--- config.mk ---
export PLATFORM = sky130hd
export DESIGN_NAME = stx_etx_frame_builder
export DESIGN_NICKNAME = d
export VERILOG_FILES = /design/src/rtl/sefb_pkg.sv /design/src/rtl/sefb_emitter.sv /design/src/rtl/stx_etx_frame_builder.sv
export VERILOG_INCLUDE_DIRS = /design/src /design/src/rtl
export SDC_FILE = /design/constraint.sdc
export NUM_CORES = 1
export LEC_CHECK = 0
export BUFFER_PORTS_ARGS = -buffer_cell sky130_fd_sc_hd__buf_2
export CORE_MARGIN = 2
export CORE_UTILIZATION = 58
export DETAILED_ROUTE_END_ITERATION = 16
export HOLD_SLACK_MARGIN = 0.12
export PLACE_DENSITY = 0.86
export SYNTH_ARGS = -nofsm -noshare
export SYNTH_HDL_FRONTEND = slang
export SYNTH_HIERARCHICAL = 1
export SYNTH_SLANG_ARGS = --single-unit
--- constraint.sdc ---
create_clock -name clk -period 2.9 [get_ports clk]
set_clock_uncertainty 0.05 [all_clocks]
set_input_delay 0.29 -clock clk [delete_from_list [all_inputs] [get_ports clk]]
set_output_delay 0.29 -clock clk [all_outputs]
set_load 0.03 [all_outputs]
--- src/rtl/stx_etx_frame_builder_defines.svh ---
// ----------------------------------------------------------------------------
// Assertion macros for the STX/ETX frame builder
// Shared helpers that write clocked, reset-qualified concurrent assertions.
// ----------------------------------------------------------------------------
`ifndef STX_ETX_FRAME_BUILDER_DEFINES_SVH
`define STX_ETX_FRAME_BUILDER_DEFINES_SVH

// The antecedent holds in the same cycle as the consequent.
`define SEFB_ASSERT_SAME(label, ante, cons, msg) \
    label: assert property (@(posedge clk) disable iff (!rst_n) (ante) |-> (cons)) \
        else $error(msg);

// The consequent holds in the cycle after the antecedent.
`define SEFB_ASSERT_NEXT(label, ante, cons, msg) \
    label: assert property (@(posedge clk) disable iff (!rst_n) (ante) |=> (cons)) \
        else $error(msg);

`endif

--- src/rtl/sefb_pkg.sv ---
// ----------------------------------------------------------------------------
// sefb_pkg
// Constants, types and helpers shared by the frame builder modules.
// ----------------------------------------------------------------------------
package sefb_pkg;

    localparam logic [7:0] FRAME_STX = 8'h02;
    localparam logic [7:0] FRAME_ETX = 8'h03;
    localparam logic [7:0] FRAME_CR  = 8'h0D;
    localparam logic [7:0] BYTE_MASK = 8'hFF;

    localparam logic [7:0] ASCII_ZERO   = 8'h30;
    localparam logic [7:0] ASCII_A_LESS = 8'h37;
    localparam logic [3:0] NIBBLE_TEN   = 4'd10;

    typedef enum logic [2:0] {
        POS_STX,
        POS_DATA,
        POS_ETX,
        POS_HEX_HI,
        POS_HEX_LO,
        POS_CR
    } sefb_pos_t;

    typedef struct packed {
        logic [7:0] payload;
        logic       has_stx;
        logic       has_tail;
        logic [7:0] checksum;
    } sefb_item_t;

    function automatic logic [7:0] hex_digit(input logic [3:0] nibble);
        logic [7:0] code;
        if (nibble < NIBBLE_TEN)
        begin
            code = ASCII_ZERO + {4'd0, nibble};
        end
        else
        begin
            code = ASCII_A_LESS + {4'd0, nibble};
        end
        return code & BYTE_MASK;
    endfunction

endpackage

--- src/rtl/sefb_emitter.sv ---
// ----------------------------------------------------------------------------
// sefb_emitter
// Holds one prepared item and sends its frame bytes one per cycle, while the
// receiver takes them, through a registered output stage.
// ----------------------------------------------------------------------------
`include "stx_etx_frame_builder_defines.svh"

module sefb_emitter (
    input  logic               clk,
    input  logic               rst_n,
    input  logic               in_valid,
    output logic               in_ready,
    input  sefb_pkg::sefb_item_t item,
    output logic               out_valid,
    input  logic               out_ready,
    output logic [7:0]         out_byte,
    output logic               out_end
);
    import sefb_pkg::*;

    logic       a_valid_reg;
    logic       a_valid_next;
    sefb_item_t item_reg;
    sefb_pos_t  pos_reg;
    sefb_pos_t  pos_next;
    logic       o_valid_reg;
    logic       o_valid_next;
    logic [7:0] o_data_reg;
    logic       o_last_reg;

    logic       emit;
    logic       final_pos;
    logic       load;
    sefb_pos_t  pos_step;
    logic [7:0] byte_sel;

    assign emit      = a_valid_reg && (!o_valid_reg || out_ready);
    assign final_pos = (pos_reg == POS_CR) || ((pos_reg == POS_DATA) && !item_reg.has_tail);
    assign in_ready  = !a_valid_reg || (emit && final_pos);
    assign load      = in_valid && in_ready;

    always_comb
    begin
        unique case (pos_reg)
            POS_STX:
            begin
                byte_sel = FRAME_STX;
                pos_step = POS_DATA;
            end
            POS_DATA:
            begin
                byte_sel = item_reg.payload;
                pos_step = POS_ETX;
            end
            POS_ETX:
            begin
                byte_sel = FRAME_ETX;
                pos_step = POS_HEX_HI;
            end
            POS_HEX_HI:
            begin
                byte_sel = hex_digit(item_reg.checksum[7:4]);
                pos_step = POS_HEX_LO;
            end
            POS_HEX_LO:
            begin
                byte_sel = hex_digit(item_reg.checksum[3:0]);
                pos_step = POS_CR;
            end
            POS_CR:
            begin
                byte_sel = FRAME_CR;
                pos_step = POS_STX;
            end
            default:
            begin
                byte_sel = FRAME_CR;
                pos_step = POS_STX;
            end
        endcase
    end

    always_comb
    begin
        a_valid_next = a_valid_reg;
        pos_next     = pos_reg;
        priority if (load)
        begin
            a_valid_next = 1'b1;
            pos_next     = item.has_stx ? POS_STX : POS_DATA;
        end
        else if (emit && final_pos)
        begin
            a_valid_next = 1'b0;
        end
        else if (emit)
        begin
            pos_next = pos_step;
        end

        o_valid_next = o_valid_reg;
        priority if (emit)
        begin
            o_valid_next = 1'b1;
        end
        else if (out_ready)
        begin
            o_valid_next = 1'b0;
        end
    end

    always_ff @(posedge clk or negedge rst_n)
    begin
        if (!rst_n)
        begin
            a_valid_reg <= 1'b0;
            pos_reg     <= POS_STX;
            o_valid_reg <= 1'b0;
        end
        else
        begin
            a_valid_reg <= a_valid_next;
            pos_reg     <= pos_next;
            o_valid_reg <= o_valid_next;
        end
    end

    always_ff @(posedge clk)
    begin
        if (load)
        begin
            item_reg <= item;
        end
        if (emit)
        begin
            o_data_reg <= byte_sel;
            o_last_reg <= (pos_reg == POS_CR);
        end
    end

    assign out_valid = o_valid_reg;
    assign out_byte  = o_data_reg;
    assign out_end   = o_last_reg;

    `SEFB_ASSERT_SAME(a_end_is_cr, o_valid_reg && o_last_reg, o_data_reg == FRAME_CR, "frame end not on CR")
    `SEFB_ASSERT_SAME(a_tail_only_with_last, a_valid_reg && !item_reg.has_tail, pos_reg == POS_STX || pos_reg == POS_DATA, "tail position without last byte")
    `SEFB_ASSERT_NEXT(a_load_holds_item, load, a_valid_reg, "accepted item not held")
    `SEFB_ASSERT_NEXT(a_emit_fills_output, emit, o_valid_reg, "emitted byte not presented")

endmodule

--- src/rtl/stx_etx_frame_builder.sv ---
// ----------------------------------------------------------------------------
// stx_etx_frame_builder
// Wraps a stream of payload bytes in STX/ETX frames with an ASCII hex checksum.
// ----------------------------------------------------------------------------
// Payload bytes enter on s_axis, with tlast on the final byte of a frame.
// Frame bytes leave on m_axis: STX, the payload, ETX, two uppercase hex
// digits of the checksum (sum of STX, payload and ETX, modulo 256) and CR,
// with tlast on the CR.
// Each item is held in one register and its frame bytes are sent one per
// cycle while the receiver takes them, through a registered output stage,
// so the first byte passes the item register and then the output register.
// A middle byte sends only itself, the first byte of a frame is preceded
// by STX and the last byte is followed by ETX, the two hex digits and CR;
// the output stage carries a single byte per cycle.
// A new item is taken if none is held or as the held item sends its last byte.
// When the receiver stalls, the output byte holds and s_axis_tready falls
// once the held item can make no progress.
// Reset empties both stages, clears the running checksum and closes any
// open frame.
// ----------------------------------------------------------------------------
`include "stx_etx_frame_builder_defines.svh"

module stx_etx_frame_builder (
    input  logic       clk,
    input  logic       rst_n,
    input  logic       s_axis_tvalid,
    output logic       s_axis_tready,
    input  logic [7:0] s_axis_tdata,   // [7:0] payload_byte
    input  logic       s_axis_tlast,
    output logic       m_axis_tvalid,
    input  logic       m_axis_tready,
    output logic [7:0] m_axis_tdata,   // [7:0] frame_byte
    output logic       m_axis_tlast
);
    import sefb_pkg::*;

    logic [7:0] running_sum_reg;
    logic [7:0] running_sum_next;
    logic       in_frame_reg;
    logic       in_frame_next;

    logic       accept;
    logic [7:0] base_sum;
    logic [7:0] payload_sum;
    sefb_item_t item;

    assign accept      = s_axis_tvalid && s_axis_tready;
    assign base_sum    = in_frame_reg ? running_sum_reg : FRAME_STX;
    assign payload_sum = base_sum + s_axis_tdata;

    always_comb
    begin
        item.payload  = s_axis_tdata;
        item.has_stx  = !in_frame_reg;
        item.has_tail = s_axis_tlast;
        item.checksum = payload_sum + FRAME_ETX;

        running_sum_next = running_sum_reg;
        in_frame_next    = in_frame_reg;
        if (accept)
        begin
            running_sum_next = s_axis_tlast ? 8'd0 : payload_sum;
            in_frame_next    = !s_axis_tlast;
        end
    end

    always_ff @(posedge clk or negedge rst_n)
    begin
        if (!rst_n)
        begin
            running_sum_reg <= 8'd0;
            in_frame_reg    <= 1'b0;
        end
        else
        begin
            running_sum_reg <= running_sum_next;
            in_frame_reg    <= in_frame_next;
        end
    end

    sefb_emitter u_emitter (
        .clk       (clk),
        .rst_n     (rst_n),
        .in_valid  (s_axis_tvalid),
        .in_ready  (s_axis_tready),
        .item      (item),
        .out_valid (m_axis_tvalid),
        .out_ready (m_axis_tready),
        .out_byte  (m_axis_tdata),
        .out_end   (m_axis_tlast)
    );

    `SEFB_ASSERT_SAME(a_closed_sum_zero, !in_frame_reg, running_sum_reg == 8'd0, "sum not cleared outside a frame")
    `SEFB_ASSERT_NEXT(a_last_closes_frame, accept && s_axis_tlast, !in_frame_reg, "frame left open after last byte")
    `SEFB_ASSERT_NEXT(a_byte_opens_frame, accept && !s_axis_tlast, in_frame_reg, "frame not open after middle byte")

endmodule
==> results of run 1 <==
## cell usage in the layout (no fill, tap or decap), types with 3 or more instances in the layout
| master | synthesis | routed |
|---|---|---|
| a21oi_1 | 8 | 8 |
| a31oi_1 | 5 | 5 |
| and2_1 | 8 | 8 |
| buf_2 | 2 | 23 |
| buf_4 | 1 | 3 |
| clkbuf_8 | 0 | 6 |
| dfrtp_1 | 14 | 14 |
| edfxtp_1 | 26 | 26 |
| ha_1 | 10 | 10 |
| inv_1 | 13 | 13 |
| nand2_1 | 22 | 22 |
| nand2b_1 | 6 | 6 |
| nand3_1 | 5 | 5 |
| nor2_1 | 12 | 12 |
| nor2b_1 | 3 | 3 |
| o21ai_0 | 12 | 12 |
| o31ai_1 | 3 | 3 |
| xnor2_1 | 6 | 6 |
| xor2_1 | 9 | 9 |
## timing repair
action	4_1_cts	5_1_grt
hold endpoints to repair	14	0
hold buffers	1	0
buffers inserted	0	0
## metal layers
metal	vias up	GRT usage, %	wire [um]
li1	800	-	-
met3	10	5.45	165
met2	39	38.0	2130
met1	761	26.7	1820
met4	0	9.11	80
met5	-	0	0
## power breakdown
| group | internal, W | leakage (nW) | switching [W] |
|---|---|---|---|
| sequential | 0.000848 | 0.419 | 0.000157 |
| clock | 0.000277 | 0.0588 | 0.000195 |
| combinational | 0.000426 | 0.572 | 0.000642 |
| total | 0.00155 | 1.05 | 0.000994 |
## cell type report
type / count / area, um2 / area share [%]
clock inverters: 2 / 33.8 / 1.35
clock buffers: 6 / 82.6 / 3.30
well taps: 48 / 60.1 / 2.40
flip-flops and latches: 40 / 1130 / 45.2
inverters: 14 / 52.6 / 2.10
repair buffers: 27 / 148 / 5.89
multi-input cells: 146 / 997 / 39.8
## cell families after synthesis
| group | count (synthesis) | share of synthesized area, % |
|---|---|---|
| XOR/XNOR | 15 | 5.94 |
| buffers and inverters | 21 | 3.84 |
| adder cells (fa/ha/maj) | 11 | 6.56 |
| AO/OA/AOI/OAI | 50 | 15.7 |
| flip-flops | 40 | 51.1 |
| multiplexers | 2 | 0.905 |
| AND/OR/NAND/NOR | 68 | 15.9 |
## per-stage QoR
step                total power [W]  instances  cell area [um2]
floorplan                   0.00182        207             2210
global placement            0.00202        274             2380
detailed placement          0.00207        274             2380
CTS                         0.00255        283             2500
global route                0.00272        283             2500
finish                      0.00255        283             2500
## final timing paths
kind / end / slack [ns] / cells after the start
min reg2reg: running_sum_reg[0]$_DFFE_PN0P_ / 0.43 / 2
max reg2reg: u_emitter/item_reg[7]$_DFFE_PP_ / 0.33 / 10
min in group asynchronous: running_sum_reg[0]$_DFFE_PN0P_ / 0.37 / 2
max in group asynchronous: u_emitter/pos_reg[0]$_DFFE_PN0P_ / 2.17 / 2
min: u_emitter/item_reg[10]$_DFFE_PP_ / 0.15 / 1
max: u_emitter/item_reg[7]$_DFFE_PP_ / 0.33 / 10
## critical path, cell delays in order, from the launching register on
cell and delay, ns:
dfrtp_1 0.37, buf_4 0.16, nand2b_1 0.11, inv_1 0.07, fa_1 0.42, nand2b_1 0.20, a21oi_1 0.17, xor2_1 0.26
and2_2 0.21, nand4b_1 0.12, xor2_1 0.17
==> flow_metrics.env, run 1 <==
export IMPL_status="finished clean"
export IMPL_hold_class="input pin to flop"
export IMPL_post_cts_resized=0
export IMPL_htree_levels=2
export IMPL_hold_viol=0
export IMPL_worstSetupPathType="flop to flop"
export IMPL_hold_path_startpoint="s_axis_tdata[0]"
export IMPL_clock_fmax_mhz=389
export IMPL_rsz0062_at_grt="no"
export IMPL_yosys_area_top_type="edfxtp_1"
export IMPL_ctsLongestPathBuffers=2
export IMPL_arrival_ns=2.56
export IMPL_clkSinkCount=40
export IMPL_setup_slack_ns=0.332
export IMPL_antenna_found_initial=0
export IMPL_numCtsBuffers=5
export IMPL_grt_max_degree=21
export IMPL_relSlewSlack_pct=62.7
export IMPL_nets=258
export IMPL_synthTopCellsByArea="edfxtp_1 (35%), dfrtp_1 (16%), ha_1 (5.7%)"
export IMPL_cts_root_buf="clkbuf_8"
export IMPL_tns_ns=0
export IMPL_synth_avg_cell_area_um2=10.7
export IMPL_ir_drop_uv=659
export IMPL_ant_nets=0
export IMPL_cp_data_required_time_ns=2.89
export IMPL_grt_overflow_total=0
export IMPL_setup_violations_final=0
export IMPL_vias=1610
export IMPL_diodes=0
export IMPL_routed_via_density=5.69
export IMPL_clock_latency_ns=0.29
export IMPL_area_growth_syn_to_layout_pct=13.2
export IMPL_start_util_pct=60.5
export IMPL_end_kind="flop"
export IMPL_maxCapViolCount=0
export IMPL_core_area_um2=3660
export IMPL_die_x_um=65.8
export IMPL_fillCellCount=272
export IMPL_drive_gt1_share_pct=18.3
export IMPL_p_leak_nw=1.05
export IMPL_track_usage_pct=22.2
export IMPL_grt_pass1_vias=1607
export IMPL_synth_cell_type_count=48
export IMPL_yosysMostFrequentCell="edfxtp_1"
export IMPL_die_area_um2=4330
export IMPL_ys_flop_type="edfxtp_1"
export IMPL_cp_startpoint="in_frame_reg$_DFFE_PN0P_"
export IMPL_final_core_util_pct=68.4
export IMPL_finalMaxSlewViolations=0
export IMPL_io_buffers=23
export IMPL_period_share_pct=88.6
export IMPL_grt_pass1_wl_um=7110
export IMPL_cts_clk_slew_worst_paths_ns=0.08
export IMPL_power_density_nw_per_um2=1020
export IMPL_synth_top_cells_by_count="edfxtp_1 (26), nand2_1 (22), dfrtp_1 (14)"
export IMPL_synth_edf_count=26
export IMPL_rr_startpoint="in_frame_reg$_DFFE_PN0P_"
export IMPL_post_drt_wl_per_cell_um=14.8
export IMPL_syn_area_um2=2210
export IMPL_drt_initial_drc_count=135
export IMPL_finalWirelength_um=4200
export IMPL_synth_seq_cells=40
export IMPL_post_place_ws_ns=0.397
export IMPL_min_period_ns=2.57
export IMPL_std_cell_rows=22
export IMPL_worstMarginPinSlew_ns=0.560
export IMPL_syn_inst=207
export IMPL_largest_reg_flops=17
export IMPL_dieHeight_um=65.8
export IMPL_hpwl_um=3120
export IMPL_seq_area_frac_synth_pct=51.1
export IMPL_place_gp_congestion=0.882
export IMPL_yosysWarnings=6
export IMPL_drtPass1Iterations=4
export IMPL_drc=0
export IMPL_syn_num_nets=231
export IMPL_cts_tree="yes"
export IMPL_cp_max_fo=9
export IMPL_async_reset_ff_share_pct=35.0
export IMPL_io_pins=24
export IMPL_synth_top_area_share_pct=35.3
export IMPL_holdWs_ns=0.149
export IMPL_start_kind="flop"
Power figures use the tool's default switching activity.
==> run 2: changes to the inputs <==
CAP_MARGIN = 0   (was default)
CORE_UTILIZATION = 62   (was 58)
PLACE_DENSITY = 0.91   (was 0.86)
clock period = 3.3 ns   (was 2.9 ns; I/O delays follow)
==> run 2 against run 1 <==
  * Setup slack gained 0.21 ns
  * Hold slack lost 0.018 ns
  * Critical path type unchanged
  * Sequential share of layout area grew 0.78 points
  * Largest power group unchanged
  * Highest routed layer unchanged
  * Maximum frequency shrank 6.9%
  * Utilization grew 4.2 points
  * Total power shrank 18%
  * Sequential power shrank 11%
  * Register-to-register slack gained 0.21 ns
  * Non-clock buffer count is the same
  * Cell count shrank 0.71%
==> flow_metrics.env, run 2 (synthesized netlist as in run 1, its figures left out) <==
export IMPL_grt_max_degree=21
export IMPL_cts_clk_slew_worst_paths_ns=0.11
export IMPL_nets=258
export IMPL_track_usage_pct=22.5
export IMPL_post_cts_resized=0
export IMPL_std_cell_rows=21
export IMPL_die_x_um=63.8
export IMPL_cp_data_required_time_ns=3.35
export IMPL_grt_pass1_wl_um=6840
export IMPL_numCtsBuffers=5
export IMPL_reg2reg_depth=10
export IMPL_setup_violations_final=0
export IMPL_clkSinkCount=40
export IMPL_min_period_ns=2.76
export IMPL_ctsLongestPathBuffers=2
export IMPL_cts_root_buf="clkbuf_4"
export IMPL_tns_ns=0
export IMPL_post_place_ws_ns=0.586
export IMPL_drive_gt1_share_pct=17.0
export IMPL_die_area_um2=4060
export IMPL_end_kind="flop"
export IMPL_largest_reg_flops=17
export IMPL_mostFrequentLayoutCells="edfxtp_1 (26), buf_2 (23), nand2_1 (22)"
export IMPL_dieHeight_um=63.8
export IMPL_power_density_nw_per_um2=849
export IMPL_area_growth_syn_to_layout_pct=11.2
export IMPL_ant_nets=0
export IMPL_io_buffers=23
export IMPL_post_drt_wl_per_cell_um=14.9
export IMPL_start_kind="flop"
export IMPL_maxCapViolCount=0
export IMPL_status="finished clean"
export IMPL_finalMaxSlewViolations=0
export IMPL_drt_initial_drc_count=125
export IMPL_routed_via_density=5.72
export IMPL_grt_pass1_vias=1528
export IMPL_clock_fmax_mhz=363
export IMPL_multiInputGateArea_um2=997
export IMPL_period_share_pct=83.6
export IMPL_p_leak_nw=1.03
export IMPL_setup_slack_ns=0.542
export IMPL_ir_drop_uv=450
export IMPL_grt_overflow_total=0
export IMPL_htree_levels=2
export IMPL_fillCellCount=225
export IMPL_arrival_ns=2.81
export IMPL_diodes=0
export IMPL_place_gp_congestion=0.830
export IMPL_worstMarginPinSlew_ns=0.844
export IMPL_drtPass1Iterations=4
export IMPL_cts_tree="yes"
export IMPL_vias=1608
export IMPL_final_common_cell="edfxtp_1"
export IMPL_io_pins=24
export IMPL_worstSetupPathType="flop to flop"
export IMPL_start_util_pct=65.3
export IMPL_cp_max_fo=10
export IMPL_antenna_found_initial=0
export IMPL_relSlewSlack_pct=43.7
export IMPL_finalWirelength_um=4180
export IMPL_hpwl_um=3000
export IMPL_rsz0062_at_grt="no"
export IMPL_drc=0
export IMPL_min_path_cells=1
export IMPL_hold_class="input pin to flop"
export IMPL_core_area_um2=3390
export IMPL_regArea_um2=1130
export IMPL_hold_viol=0
export IMPL_finalPower_w=0.00209
export IMPL_clock_latency_ns=0.36
[run 2: cell types whose count changed in the layout (fill, tap and decap cells not counted)]
| cell | change |
|---|---|
| buf_4 | -3 |
| bufinv_16 | -1 |
| clkbuf_1 | +1 |
| clkbuf_4 | +5 |
| clkbuf_8 | -4 |
| clkinv_1 | -1 |
| dlygate4sd3_1 | +3 |
[run 2: worst paths after layout]
path                                           startpoint                               end  slack [ns]
setup / recovery                 in_frame_reg$_DFFE_PN0P_   u_emitter/item_reg[7]$_DFFE_PP_        0.54
hold / removal                            s_axis_tdata[4]  u_emitter/item_reg[14]$_DFFE_PP_        0.13
setup reg to reg                 in_frame_reg$_DFFE_PN0P_   u_emitter/item_reg[7]$_DFFE_PP_        0.54
hold reg to reg            running_sum_reg[0]$_DFFE_PN0P_    running_sum_reg[0]$_DFFE_PN0P_        0.43
max in group asynchronous                           rst_n    running_sum_reg[6]$_DFFE_PN0P_        2.57
min in group asynchronous                           rst_n    running_sum_reg[4]$_DFFE_PN0P_        0.36
[run 2: repair_timing]
item                                    in CTS  in global routing
buffers inserted                             0                  0
hold buffers                                 4                  0
endpoints found under the setup margin       0                  0
hold endpoints to repair                    17                  0
[run 2: stage by stage]
| stage | hold slack, ns | area (um2) | std cells | utilization (%) |
|---|---|---|---|---|
| detailed placement | 0.206 | 2350 | 269 | 69.4 |
| finish | 0.131 | 2460 | 281 | 72.6 |
| floorplan | -0.0156 | 2210 | 207 | - |
| global placement | 0.198 | 2350 | 269 | 69.4 |
| global route | 0.122 | 2460 | 281 | 72.6 |
| CTS | 0.120 | 2460 | 281 | 72.6 |
[run 2: worst max-delay path, stage by stage, from the launching register on]
cell and delay, ns:
dfrtp_1 0.52, and2_1 0.18, ha_1 0.17, inv_1 0.06, fa_1 0.40, nand2b_1 0.20
a21oi_1 0.17, xor2_1 0.27, and2_2 0.21, nand4b_1 0.12, xor2_1 0.17
[run 2: final cells by class]
cell class	count	share of cell area [%]
clock buffers	8	2.79
inverters	14	2.13
multi-input cells	146	40.5
flip-flops and latches	40	45.9
well taps	46	2.34
repair buffers	27	6.30
[run 2: report_power, final]
part           internal, W  leakage [nW]  switching, W
sequential        0.000745         0.419      0.000150
combinational     0.000362         0.570      0.000553
clock             0.000125        0.0386      0.000154
total              0.00123          1.03      0.000857
[run 2: layer usage]
layer	up-vias	global-route usage [%]	wire length, um
li1	796	-	-
met1	756	27.1	1760
met2	47	38.3	2170
met3	9	4.40	183
met4	0	12.0	72
met5	-	0	0
